$ cat config.mk
export PLATFORM = sky130hd
export DESIGN_NAME = uart_frame_deframer
export DESIGN_NICKNAME = d
export VERILOG_FILES = /design/src/sv/ufd_pkg.sv /design/src/sv/ufd_out_reg.sv /design/src/sv/uart_frame_deframer.sv
export SDC_FILE = /design/constraint.sdc
export NUM_CORES = 1
export LEC_CHECK = 0
export ABC_AREA = 0
export BUFFER_PORTS_ARGS = -buffer_cell sky130_fd_sc_hd__buf_2
export CELL_PAD_IN_SITES_DETAIL_PLACEMENT = 1
export CELL_PAD_IN_SITES_GLOBAL_PLACEMENT = 1
export CORE_MARGIN = 2
export CORE_UTILIZATION = 45
export DETAILED_ROUTE_END_ITERATION = 10
export GPL_TIMING_DRIVEN = 1
export PLACE_DENSITY_LB_ADDON = 0.15
export SLEW_MARGIN = 15
export SYNTH_ARGS = -nofsm -noshare
export SYNTH_HDL_FRONTEND = slang
export SYNTH_SLANG_ARGS = --single-unit
$ cat constraint.sdc
create_clock -name clk_i -period 6.85 [get_ports clk_i]
set_input_delay 1.37 -clock clk_i [delete_from_list [all_inputs] [get_ports clk_i]]
set_output_delay 1.37 -clock clk_i [all_outputs]
set_load 0.005 [all_outputs]
$ cat src/sv/ufd_pkg.sv
// ----------------------------------------------------------------------------
// ufd_pkg
// Shared types and constants of the UART frame deframer: store geometry,
// register indexes, drop reasons, parser steps and the result beat.
// ----------------------------------------------------------------------------
package ufd_pkg;

  localparam int BufferDepth = 64;
  localparam int MaxItems    = 64;
  localparam int StoreDepth  = (BufferDepth < MaxItems) ? BufferDepth : MaxItems;
  localparam int AddrW       = (StoreDepth > 1) ? $clog2(StoreDepth) : 1;
  localparam int CountW      = 7;
  localparam int TickW       = 17;

  localparam logic [TickW-1:0]  TickMax         = '1;
  localparam logic [CountW-1:0] StoreDepthCount = CountW'(StoreDepth);

  localparam logic [7:0]        StartMarkerReset = 8'd2;
  localparam logic [7:0]        StopMarkerReset  = 8'd3;
  localparam logic [15:0]       TimeoutReset     = 16'd0;
  localparam logic [CountW-1:0] BufferLenReset   = 7'd64;

  localparam logic ModeByte = 1'b0;
  localparam logic ModeTick = 1'b1;

  localparam logic KindPayload = 1'b0;
  localparam logic KindDrop    = 1'b1;

  typedef enum logic [1:0] {
    CfgStartMarker = 2'd0,
    CfgStopMarker  = 2'd1,
    CfgTimeoutMs   = 2'd2,
    CfgBufferLen   = 2'd3
  } cfg_index_e;

  typedef enum logic [1:0] {
    DropTimeout = 2'd0,
    DropTooLong = 2'd1,
    DropBadSum  = 2'd2,
    DropBadStop = 2'd3
  } drop_reason_e;

  typedef enum logic [5:0] {
    StIdle = 6'b000001,
    StId   = 6'b000010,
    StLen  = 6'b000100,
    StPay  = 6'b001000,
    StSum  = 6'b010000,
    StStop = 6'b100000
  } parse_step_e;

  typedef struct packed {
    logic         kind;
    drop_reason_e drop_reason;
    logic [7:0]   frame_tag;
    logic [7:0]   payload_byte;
    logic         byte_valid;
    logic [5:0]   byte_index;
    logic [6:0]   frame_length;
    logic         last;
  } result_t;

endpackage

$ cat src/sv/ufd_out_reg.sv
// ----------------------------------------------------------------------------
// ufd_out_reg
// Output register of the deframer: holds one result beat while the
// receiver stalls and takes a new beat in the cycle the old one leaves.
// ----------------------------------------------------------------------------
module ufd_out_reg (
  input  logic              clk_i,
  input  logic              rst_ni,
  input  logic              push_i,
  input  ufd_pkg::result_t  item_i,
  output logic              ready_o,
  output logic              valid_o,
  input  logic              stall_i,
  output ufd_pkg::result_t  item_o
);
  import ufd_pkg::*;

  logic    valid_q;
  result_t item_q;

  assign ready_o = !valid_q || !stall_i;
  assign valid_o = valid_q;
  assign item_o  = item_q;

  always_ff @(posedge clk_i or negedge rst_ni) begin
    if (!rst_ni) begin
      valid_q <= 1'b0;
    end else if (push_i) begin
      valid_q <= 1'b1;
    end else if (!stall_i) begin
      valid_q <= 1'b0;
    end
  end

  always_ff @(posedge clk_i) begin
    if (push_i) begin
      item_q <= item_i;
    end
  end

endmodule

$ cat src/sv/uart_frame_deframer.sv
// ----------------------------------------------------------------------------
// uart_frame_deframer
// Parses start, id, length, payload, checksum, stop frames from a byte and
// tick stream; emits accepted payload as a run of beats or one drop beat.
// ----------------------------------------------------------------------------
// Usage:
//   Input channel (in_valid_i / in_stall_o): mode_i = 0 carries a received
//   byte in data_byte_i, mode_i = 1 is a one millisecond tick. Each input
//   beat is parsed as it is taken; a beat that drops a frame or closes an
//   empty frame puts its result into the output register at the edge that takes it.
//   A stop byte that closes a frame of n payload bytes starts a read-out of
//   the payload store: one single-port read per cycle unless the output
//   stalls; each read goes to the read register, then the output register,
//   for one beat per unstalled cycle. Input stays stalled while it drains.
//   Output channel (out_valid_o / out_stall_i): one result beat per item;
//   a stalled beat holds, and a new input beat is taken in the cycle the
//   held beat leaves. Configuration (cfg_valid_i / cfg_ready_o) is always
//   ready; write it only while no frame output is pending.
//   Reset clears the parser, tick counter and registers to their defaults;
//   the payload store needs no clearing pass, it is read only where the
//   current frame wrote it.
// ----------------------------------------------------------------------------
module uart_frame_deframer (
  input  logic        clk_i,
  input  logic        rst_ni,
  input  logic        in_valid_i,
  output logic        in_stall_o,
  input  logic        mode_i,
  input  logic [7:0]  data_byte_i,
  output logic        out_valid_o,
  input  logic        out_stall_i,
  output logic        kind_o,
  output logic [1:0]  drop_reason_o,
  output logic [7:0]  frame_tag_o,
  output logic [7:0]  payload_byte_o,
  output logic        byte_valid_o,
  output logic [5:0]  byte_index_o,
  output logic [6:0]  frame_length_o,
  output logic        last_o,
  input  logic        cfg_valid_i,
  output logic        cfg_ready_o,
  input  logic [1:0]  cfg_index_i,
  input  logic [15:0] cfg_data_i
);
  import ufd_pkg::*;

  logic [7:0]        start_q;
  logic [7:0]        stop_q;
  logic [15:0]       timeout_q;
  logic [CountW-1:0] buflen_q;

  parse_step_e       step_q, step_d;
  logic [7:0]        tag_q, tag_d;
  logic [CountW-1:0] hlen_q, hlen_d;
  logic [CountW-1:0] rcnt_q, rcnt_d;
  logic [7:0]        sum_q, sum_d;
  logic [TickW-1:0]  elapsed_q, elapsed_d;

  logic              emit_q;
  logic [CountW-1:0] em_idx_q;
  logic [CountW-1:0] em_len_q;
  logic [7:0]        em_tag_q;

  logic              rd_vld_q;
  logic [5:0]        rd_idx_q;
  logic              rd_last_q;
  logic [7:0]        rd_data_q;

  logic [7:0]        store_mem [StoreDepth];

  logic              in_acc;
  logic              oreg_ready;
  logic              timed_out;
  parse_step_e       eff_step;
  logic [CountW-1:0] lim;
  logic [7:0]        sum_add;
  logic [CountW-1:0] rcnt_inc;
  logic              do_clear;
  logic              emit_start;
  logic              wr_en;
  logic              in_push;
  result_t           in_item;
  logic              rd_issue;
  logic              rd_move;
  logic [CountW-1:0] em_next;
  logic              em_last;
  logic              push;
  result_t           push_item;
  result_t           out_item;

  assign cfg_ready_o = 1'b1;
  assign in_stall_o  = emit_q || rd_vld_q || !oreg_ready;
  assign in_acc      = in_valid_i && !in_stall_o;

  assign lim      = (buflen_q > StoreDepthCount) ? StoreDepthCount : buflen_q;
  assign sum_add  = sum_q + data_byte_i;
  assign rcnt_inc = rcnt_q + 1'b1;

  always_comb begin
    step_d     = step_q;
    tag_d      = tag_q;
    hlen_d     = hlen_q;
    rcnt_d     = rcnt_q;
    sum_d      = sum_q;
    elapsed_d  = elapsed_q;
    do_clear   = 1'b0;
    emit_start = 1'b0;
    wr_en      = 1'b0;
    in_push    = 1'b0;
    in_item    = '0;
    timed_out  = (step_q != StIdle) && (timeout_q != '0) &&
                 (elapsed_q > {1'b0, timeout_q});
    eff_step   = timed_out ? StIdle : step_q;

    if (in_acc) begin
      if (mode_i == ModeTick) begin
        if (elapsed_q != TickMax) begin
          elapsed_d = elapsed_q + 1'b1;
        end
      end else begin
        if (timed_out) begin
          in_push             = 1'b1;
          in_item.kind        = KindDrop;
          in_item.drop_reason = DropTimeout;
          in_item.last        = 1'b1;
          do_clear            = 1'b1;
        end
        unique case (eff_step)
          StIdle: begin
            if (data_byte_i == start_q) begin
              do_clear  = 1'b0;
              tag_d     = '0;
              hlen_d    = '0;
              rcnt_d    = '0;
              sum_d     = '0;
              elapsed_d = '0;
              step_d    = StId;
            end
          end
          StId: begin
            tag_d  = data_byte_i;
            sum_d  = sum_add;
            step_d = StLen;
          end
          StLen: begin
            if (data_byte_i > {1'b0, lim}) begin
              in_push             = 1'b1;
              in_item.kind        = KindDrop;
              in_item.drop_reason = DropTooLong;
              in_item.last        = 1'b1;
              do_clear            = 1'b1;
            end else begin
              hlen_d = data_byte_i[CountW-1:0];
              rcnt_d = '0;
              sum_d  = sum_add;
              step_d = (data_byte_i == 8'd0) ? StSum : StPay;
            end
          end
          StPay: begin
            if (rcnt_q >= lim) begin
              in_push             = 1'b1;
              in_item.kind        = KindDrop;
              in_item.drop_reason = DropTooLong;
              in_item.last        = 1'b1;
              do_clear            = 1'b1;
            end else begin
              wr_en  = 1'b1;
              sum_d  = sum_add;
              rcnt_d = rcnt_inc;
              step_d = (rcnt_inc >= hlen_q) ? StSum : StPay;
            end
          end
          StSum: begin
            if (~sum_q != data_byte_i) begin
              in_push             = 1'b1;
              in_item.kind        = KindDrop;
              in_item.drop_reason = DropBadSum;
              in_item.last        = 1'b1;
              do_clear            = 1'b1;
            end else begin
              step_d = StStop;
            end
          end
          StStop: begin
            do_clear = 1'b1;
            if (data_byte_i != stop_q) begin
              in_push             = 1'b1;
              in_item.kind        = KindDrop;
              in_item.drop_reason = DropBadStop;
              in_item.last        = 1'b1;
            end else if (rcnt_q == '0) begin
              in_push           = 1'b1;
              in_item.kind      = KindPayload;
              in_item.frame_tag = tag_q;
              in_item.last      = 1'b1;
            end else begin
              emit_start = 1'b1;
            end
          end
          default: begin
            do_clear = 1'b1;
          end
        endcase
        if (do_clear) begin
          step_d = StIdle;
          tag_d  = '0;
          hlen_d = '0;
          rcnt_d = '0;
          sum_d  = '0;
        end
      end
    end
  end

  always_ff @(posedge clk_i or negedge rst_ni) begin
    if (!rst_ni) begin
      start_q   <= StartMarkerReset;
      stop_q    <= StopMarkerReset;
      timeout_q <= TimeoutReset;
      buflen_q  <= BufferLenReset;
    end else if (cfg_valid_i && cfg_ready_o) begin
      unique case (cfg_index_i)
        CfgStartMarker: start_q   <= cfg_data_i[7:0];
        CfgStopMarker:  stop_q    <= cfg_data_i[7:0];
        CfgTimeoutMs:   timeout_q <= cfg_data_i;
        CfgBufferLen:   buflen_q  <= cfg_data_i[CountW-1:0];
      endcase
    end
  end

  always_ff @(posedge clk_i or negedge rst_ni) begin
    if (!rst_ni) begin
      step_q    <= StIdle;
      tag_q     <= '0;
      hlen_q    <= '0;
      rcnt_q    <= '0;
      sum_q     <= '0;
      elapsed_q <= '0;
    end else begin
      step_q    <= step_d;
      tag_q     <= tag_d;
      hlen_q    <= hlen_d;
      rcnt_q    <= rcnt_d;
      sum_q     <= sum_d;
      elapsed_q <= elapsed_d;
    end
  end

  assign rd_move  = rd_vld_q && oreg_ready;
  assign rd_issue = emit_q && (!rd_vld_q || oreg_ready);
  assign em_next  = em_idx_q + 1'b1;
  assign em_last  = (em_next == em_len_q);

  always_ff @(posedge clk_i or negedge rst_ni) begin
    if (!rst_ni) begin
      emit_q    <= 1'b0;
      em_idx_q  <= '0;
      em_len_q  <= '0;
      em_tag_q  <= '0;
      rd_vld_q  <= 1'b0;
      rd_idx_q  <= '0;
      rd_last_q <= 1'b0;
    end else begin
      if (emit_start) begin
        emit_q   <= 1'b1;
        em_idx_q <= '0;
        em_len_q <= rcnt_q;
        em_tag_q <= tag_q;
      end else if (rd_issue) begin
        em_idx_q <= em_next;
        if (em_last) begin
          emit_q <= 1'b0;
        end
      end
      if (rd_issue) begin
        rd_vld_q  <= 1'b1;
        rd_idx_q  <= em_idx_q[5:0];
        rd_last_q <= em_last;
      end else if (rd_move) begin
        rd_vld_q <= 1'b0;
      end
    end
  end

  always_ff @(posedge clk_i) begin
    if (wr_en) begin
      store_mem[rcnt_q[AddrW-1:0]] <= data_byte_i;
    end
  end

  always_ff @(posedge clk_i) begin
    if (rd_issue) begin
      rd_data_q <= store_mem[em_idx_q[AddrW-1:0]];
    end
  end

  always_comb begin
    push      = in_push || rd_move;
    push_item = in_item;
    if (rd_move) begin
      push_item              = '0;
      push_item.kind         = KindPayload;
      push_item.frame_tag    = em_tag_q;
      push_item.payload_byte = rd_data_q;
      push_item.byte_valid   = 1'b1;
      push_item.byte_index   = rd_idx_q;
      push_item.frame_length = em_len_q;
      push_item.last         = rd_last_q;
    end
  end

  ufd_out_reg u_out_reg (
    .clk_i   (clk_i),
    .rst_ni  (rst_ni),
    .push_i  (push),
    .item_i  (push_item),
    .ready_o (oreg_ready),
    .valid_o (out_valid_o),
    .stall_i (out_stall_i),
    .item_o  (out_item)
  );

  assign kind_o         = out_item.kind;
  assign drop_reason_o  = out_item.drop_reason;
  assign frame_tag_o    = out_item.frame_tag;
  assign payload_byte_o = out_item.payload_byte;
  assign byte_valid_o   = out_item.byte_valid;
  assign byte_index_o   = out_item.byte_index;
  assign frame_length_o = out_item.frame_length;
  assign last_o         = out_item.last;

endmodule

==> results by group <==
Synth
  • Mapped Area: 0.0283 sq mm
  • Syn Nets: 1639
  • YS warnings: 0
  • Async SR Flop Fraction: 0.183
  • Post-synth cell types: 75
  • Avg Inst Size Synth: 18.2 sq um
  • Register area share after synthesis: 0.697
  • Yosys reg bits: 678
  • Number of enable flip-flop cells after synthesis: 554
  • Synth Instances: 1557
  • Ys flop type: edfxtp_1

Pwr
  • Gate power share: 0.241
  • LEAKAGE: 11.1 nW
  • Sequential share of power: 0.421
  • Cell Pwr Density: 363 mW/mm^2
  • Int Pwr: 8.36 mW
  • Final Power: 11.6 mW
  • Switching Power: 3.23 mW
  • VDD IR max: 0.244 mV
  • Net Sw Frac: 0.279
  • Clock power share: 0.338

STA
  • Min setup slack post-route: 2.47 ns
  • Rel. slew slack: 0.250
  • Final-report hold violation count: 0
  • Fin Hold WS: 0.474 ns
  • Final Max Tran Viols: 0
  • Setup Skew: 0.0221 ns
  • Fin Setup TNS: 0 ns
  • Tmin final: 4.38 ns
  • FMAX: 0.228 GHz
  • RSZ-0062 raised after global routing: no
  • Final setup vio count: 0
  • Worst slew pin tran: 1.12 ns
  • Period utilization: 0.640

Clock network
  • Post-cts resize count: 0
  • Clock buffer depth: 3
  • Number of hold buffers added after CTS: 0
  • Clock transition at path regs: 0.06 ns
  • H-tree Lvls: 3
  • Clock Latency Late Sink: 0.61 ns
  • CTS Root Cell: clkbuf_16
  • CTS Buf Count: 75
  • TritonCTS Sinks: 678
  • CTS tree: yes
  • Post-CTS Setup Repair Bufs: 0

Route
  • DRC viols: 0
  • Via count: 14600
  • Post-Route WL: 68500 microns
  • Drt via density: 5.76
  • Antenna-violating nets left: 0
  • Initial DRC count: 1055
  • DR WL/cell: 26.9 microns
  • First-pass DRT Iterations: 5

Run
  • Number of max-cap violations: 0

GRT
  • Global-route wire length before repair: 102000 microns
  • Initial antenna violation count: 5
  • Total global routing overflow: 0
  • Largest net degree at the start of global routing: 130
  • Gr usage total: 0.216
  • Number of global-route vias before repair: 15400

Floorplanning
  • Die Y: 255 microns
  • Die area: 0.0650 sq mm
  • Starting Density: 0.453
  • IO Count: 69
  • Core Region: 0.0626 sq mm
  • Die width: 255 microns
  • FP Rows: 92

Outcome
  • Status: completed

Setup path
  • WP data required: 7.06 ns
  • Reg-to-reg endpoint: store_mem[11][3]$_DFFE_PP_
  • Critical path capture point type: flip-flop
  • Worst r2r path cells: 9
  • Worst setup path endpoint: store_mem[11][3]$_DFFE_PP_
  • Critical Path Start: timeout_q[15]$_DFFE_PN0P_
  • Worst reg-to-reg setup slack: 2.47 ns
  • Crit Path Max Fanout: 15
  • Worst reg2reg path startpoint: timeout_q[15]$_DFFE_PN0P_
  • Critical path data arrival time: 4.60 ns
  • Critical path startpoint category: flip-flop
  • WS Path Type: reg -> reg

Finish
  • Layout Area Growth over Synthesis: 12.8%
  • Nets: 1724
  • Layout cells sized above 1: 0.265
  • Fin util: 0.511
  • Diode count: 0

Place
  • Pre-CTS WS: 1.91 ns
  • Port bufs: 67
  • Gpl congestion: 0.879
  • Post-DP HPWL: 43300 microns

Hold path
  • Hold Path Class: reg -> reg
==> synth_stat cells (11+ instances only) <==
master	number	area, sq um
edfxtp_1	554	16600
mux4_2	168	3780
dfrtp_1	119	2980
nor2_1	102	383
nand2_1	68	255
ha_1	49	613
mux2_2	45	507
clkbuf_1	43	161
xor2_1	39	342
inv_1	34	128
o21ai_0	24	120
and2_1	23	144
a32o_1	22	220
a21oi_1	20	100
buf_2	18	90.1
nand3_1	18	90.1
xnor2_1	16	140
buf_1	13	48.8
nor4_1	13	81.3
a21o_1	11	82.6
a22o_1	11	96.3
nand2b_1	11	68.8
nand4_1	11	68.8
==> routing by layer <==
| metal | part of all wire | vias to the layer above | wire length, microns | GRT usage |
|---|---|---|---|---|
| li1 | - | 6359 | - | - |
| met1 | 0.45 | 7834 | 30900 | 0.313 |
| met2 | 0.49 | 353 | 33200 | 0.349 |
| met3 | 0.045 | 98 | 3120 | 0.0324 |
| met4 | 0.019 | 0 | 1270 | 0.0468 |
| met5 | 0 | - | 0 | 0 |
==> power groups by stage <==
stage / clock (mW) / combinational, mW / sequential (mW)
after floorplan: 0 / 1.92 / 4.88
final: 3.92 / 2.79 / 4.88
after global routing: 4.15 / 2.98 / 4.91
after detailed placement: 0 / 2.84 / 4.97
after CTS: 4.01 / 2.84 / 4.89
after global placement: 0 / 2.81 / 4.96
==> worst max-delay path, cell delays in order, from the launching register on <==
cell and delay [ns]:
dfrtp_1 0.41, inv_1 0.07, ha_1 0.34, nand4b_4 0.13, nor3_1 0.08, a211o_1 0.28
nor3_2 0.62, o221ai_2 0.38, or4_1 0.83, nor2_1 0.82
==> cell type report <==
class,instances,area [sq um]
clock buffer,97,2020
clock inverter,36,352
fill,5757,30700
inverter,34,128
multi-input combinational,765,8130
sequential,678,19800
tap,846,1060
timing repair buffer,88,520
==> how the worst min path moves through the flow <==
stage	slack [ns]	from	depth (start not counted)	end
6_report	0.47	rd_idx_q[0]$_DFFE_PN0P_	2	rd_idx_q[0]$_DFFE_PN0P_
5_1_grt	0.51	hlen_q[6]$_DFFE_PN0P_	1	hlen_q[6]$_DFFE_PN0P_
4_1_cts	0.48	rd_idx_q[3]$_DFFE_PN0P_	2	rd_idx_q[3]$_DFFE_PN0P_
3_5_place_dp	0.47	rd_idx_q[3]$_DFFE_PN0P_	2	rd_idx_q[3]$_DFFE_PN0P_
3_3_place_gp	0.45	rd_idx_q[3]$_DFFE_PN0P_	2	rd_idx_q[3]$_DFFE_PN0P_
2_1_floorplan	0.44	rd_idx_q[0]$_DFFE_PN0P_	2	rd_idx_q[0]$_DFFE_PN0P_
==> placed cells by master, fill, tap and decap left out, types with 7 or more instances in the layout <==
cell type / Yosys / layout
mux2_2: 45 / 45
a32o_1: 22 / 22
xor2_1: 39 / 39
nor3_1: 7 / 7
a22o_1: 11 / 11
nand4_1: 11 / 11
clkbuf_16: 0 / 77
nand2b_1: 11 / 11
clkinv_1: 0 / 13
or2_2: 7 / 7
xnor2_1: 16 / 16
mux4_2: 168 / 168
nand3_1: 18 / 18
mux2_4: 9 / 9
nor4_1: 13 / 12
dfrtp_1: 119 / 116
edfxtp_1: 554 / 554
nand2_1: 68 / 68
and3_1: 8 / 8
buf_4: 2 / 20
a21oi_1: 20 / 20
clkinv_2: 0 / 12
and2_1: 23 / 23
a21o_1: 11 / 11
or4_1: 7 / 7
inv_1: 34 / 34
nor2_1: 102 / 102
ha_1: 49 / 49
clkbuf_1: 43 / 18
o21ai_0: 24 / 24
bufinv_16: 0 / 7
buf_2: 18 / 66
==> registers in the layout, summed over array words and instances, names as in the netlist, 6 cells and up <==
register	count
store_mem	512
u_out_reg.item_o	34
elapsed_q	17
timeout_q	16
em_tag_q	8
rd_data_q	8
start_q	8
stop_q	8
sum_q	8
tag_q	8
buflen_q	7
em_idx_q	7
em_len_q	7
hlen_q	7
rcnt_q	7
rd_idx_q	6
step_q	6
==> through the flow <==
stage,cells,cell area (sq um)
2_1_floorplan,1557,28300
3_3_place_gp,2411,29600
3_5_place_dp,2411,29600
4_1_cts,2544,32000
5_1_grt,2544,32000
6_report,2544,32000
==> kinds of logic after synthesis <==
| logic type | Yosys count | share of synthesized area |
|---|---|---|
| flops | 678 | 0.697 |
| simple gates | 305 | 0.0541 |
| mux | 222 | 0.156 |
| compound gates | 132 | 0.0364 |
| buf+inv | 114 | 0.0173 |
| xor+xnor | 55 | 0.0170 |
| fa+ha+maj | 50 | 0.0223 |
| other cells | 1 | 0.000132 |
No activity file was read; power rests on OpenSTA's default activity.
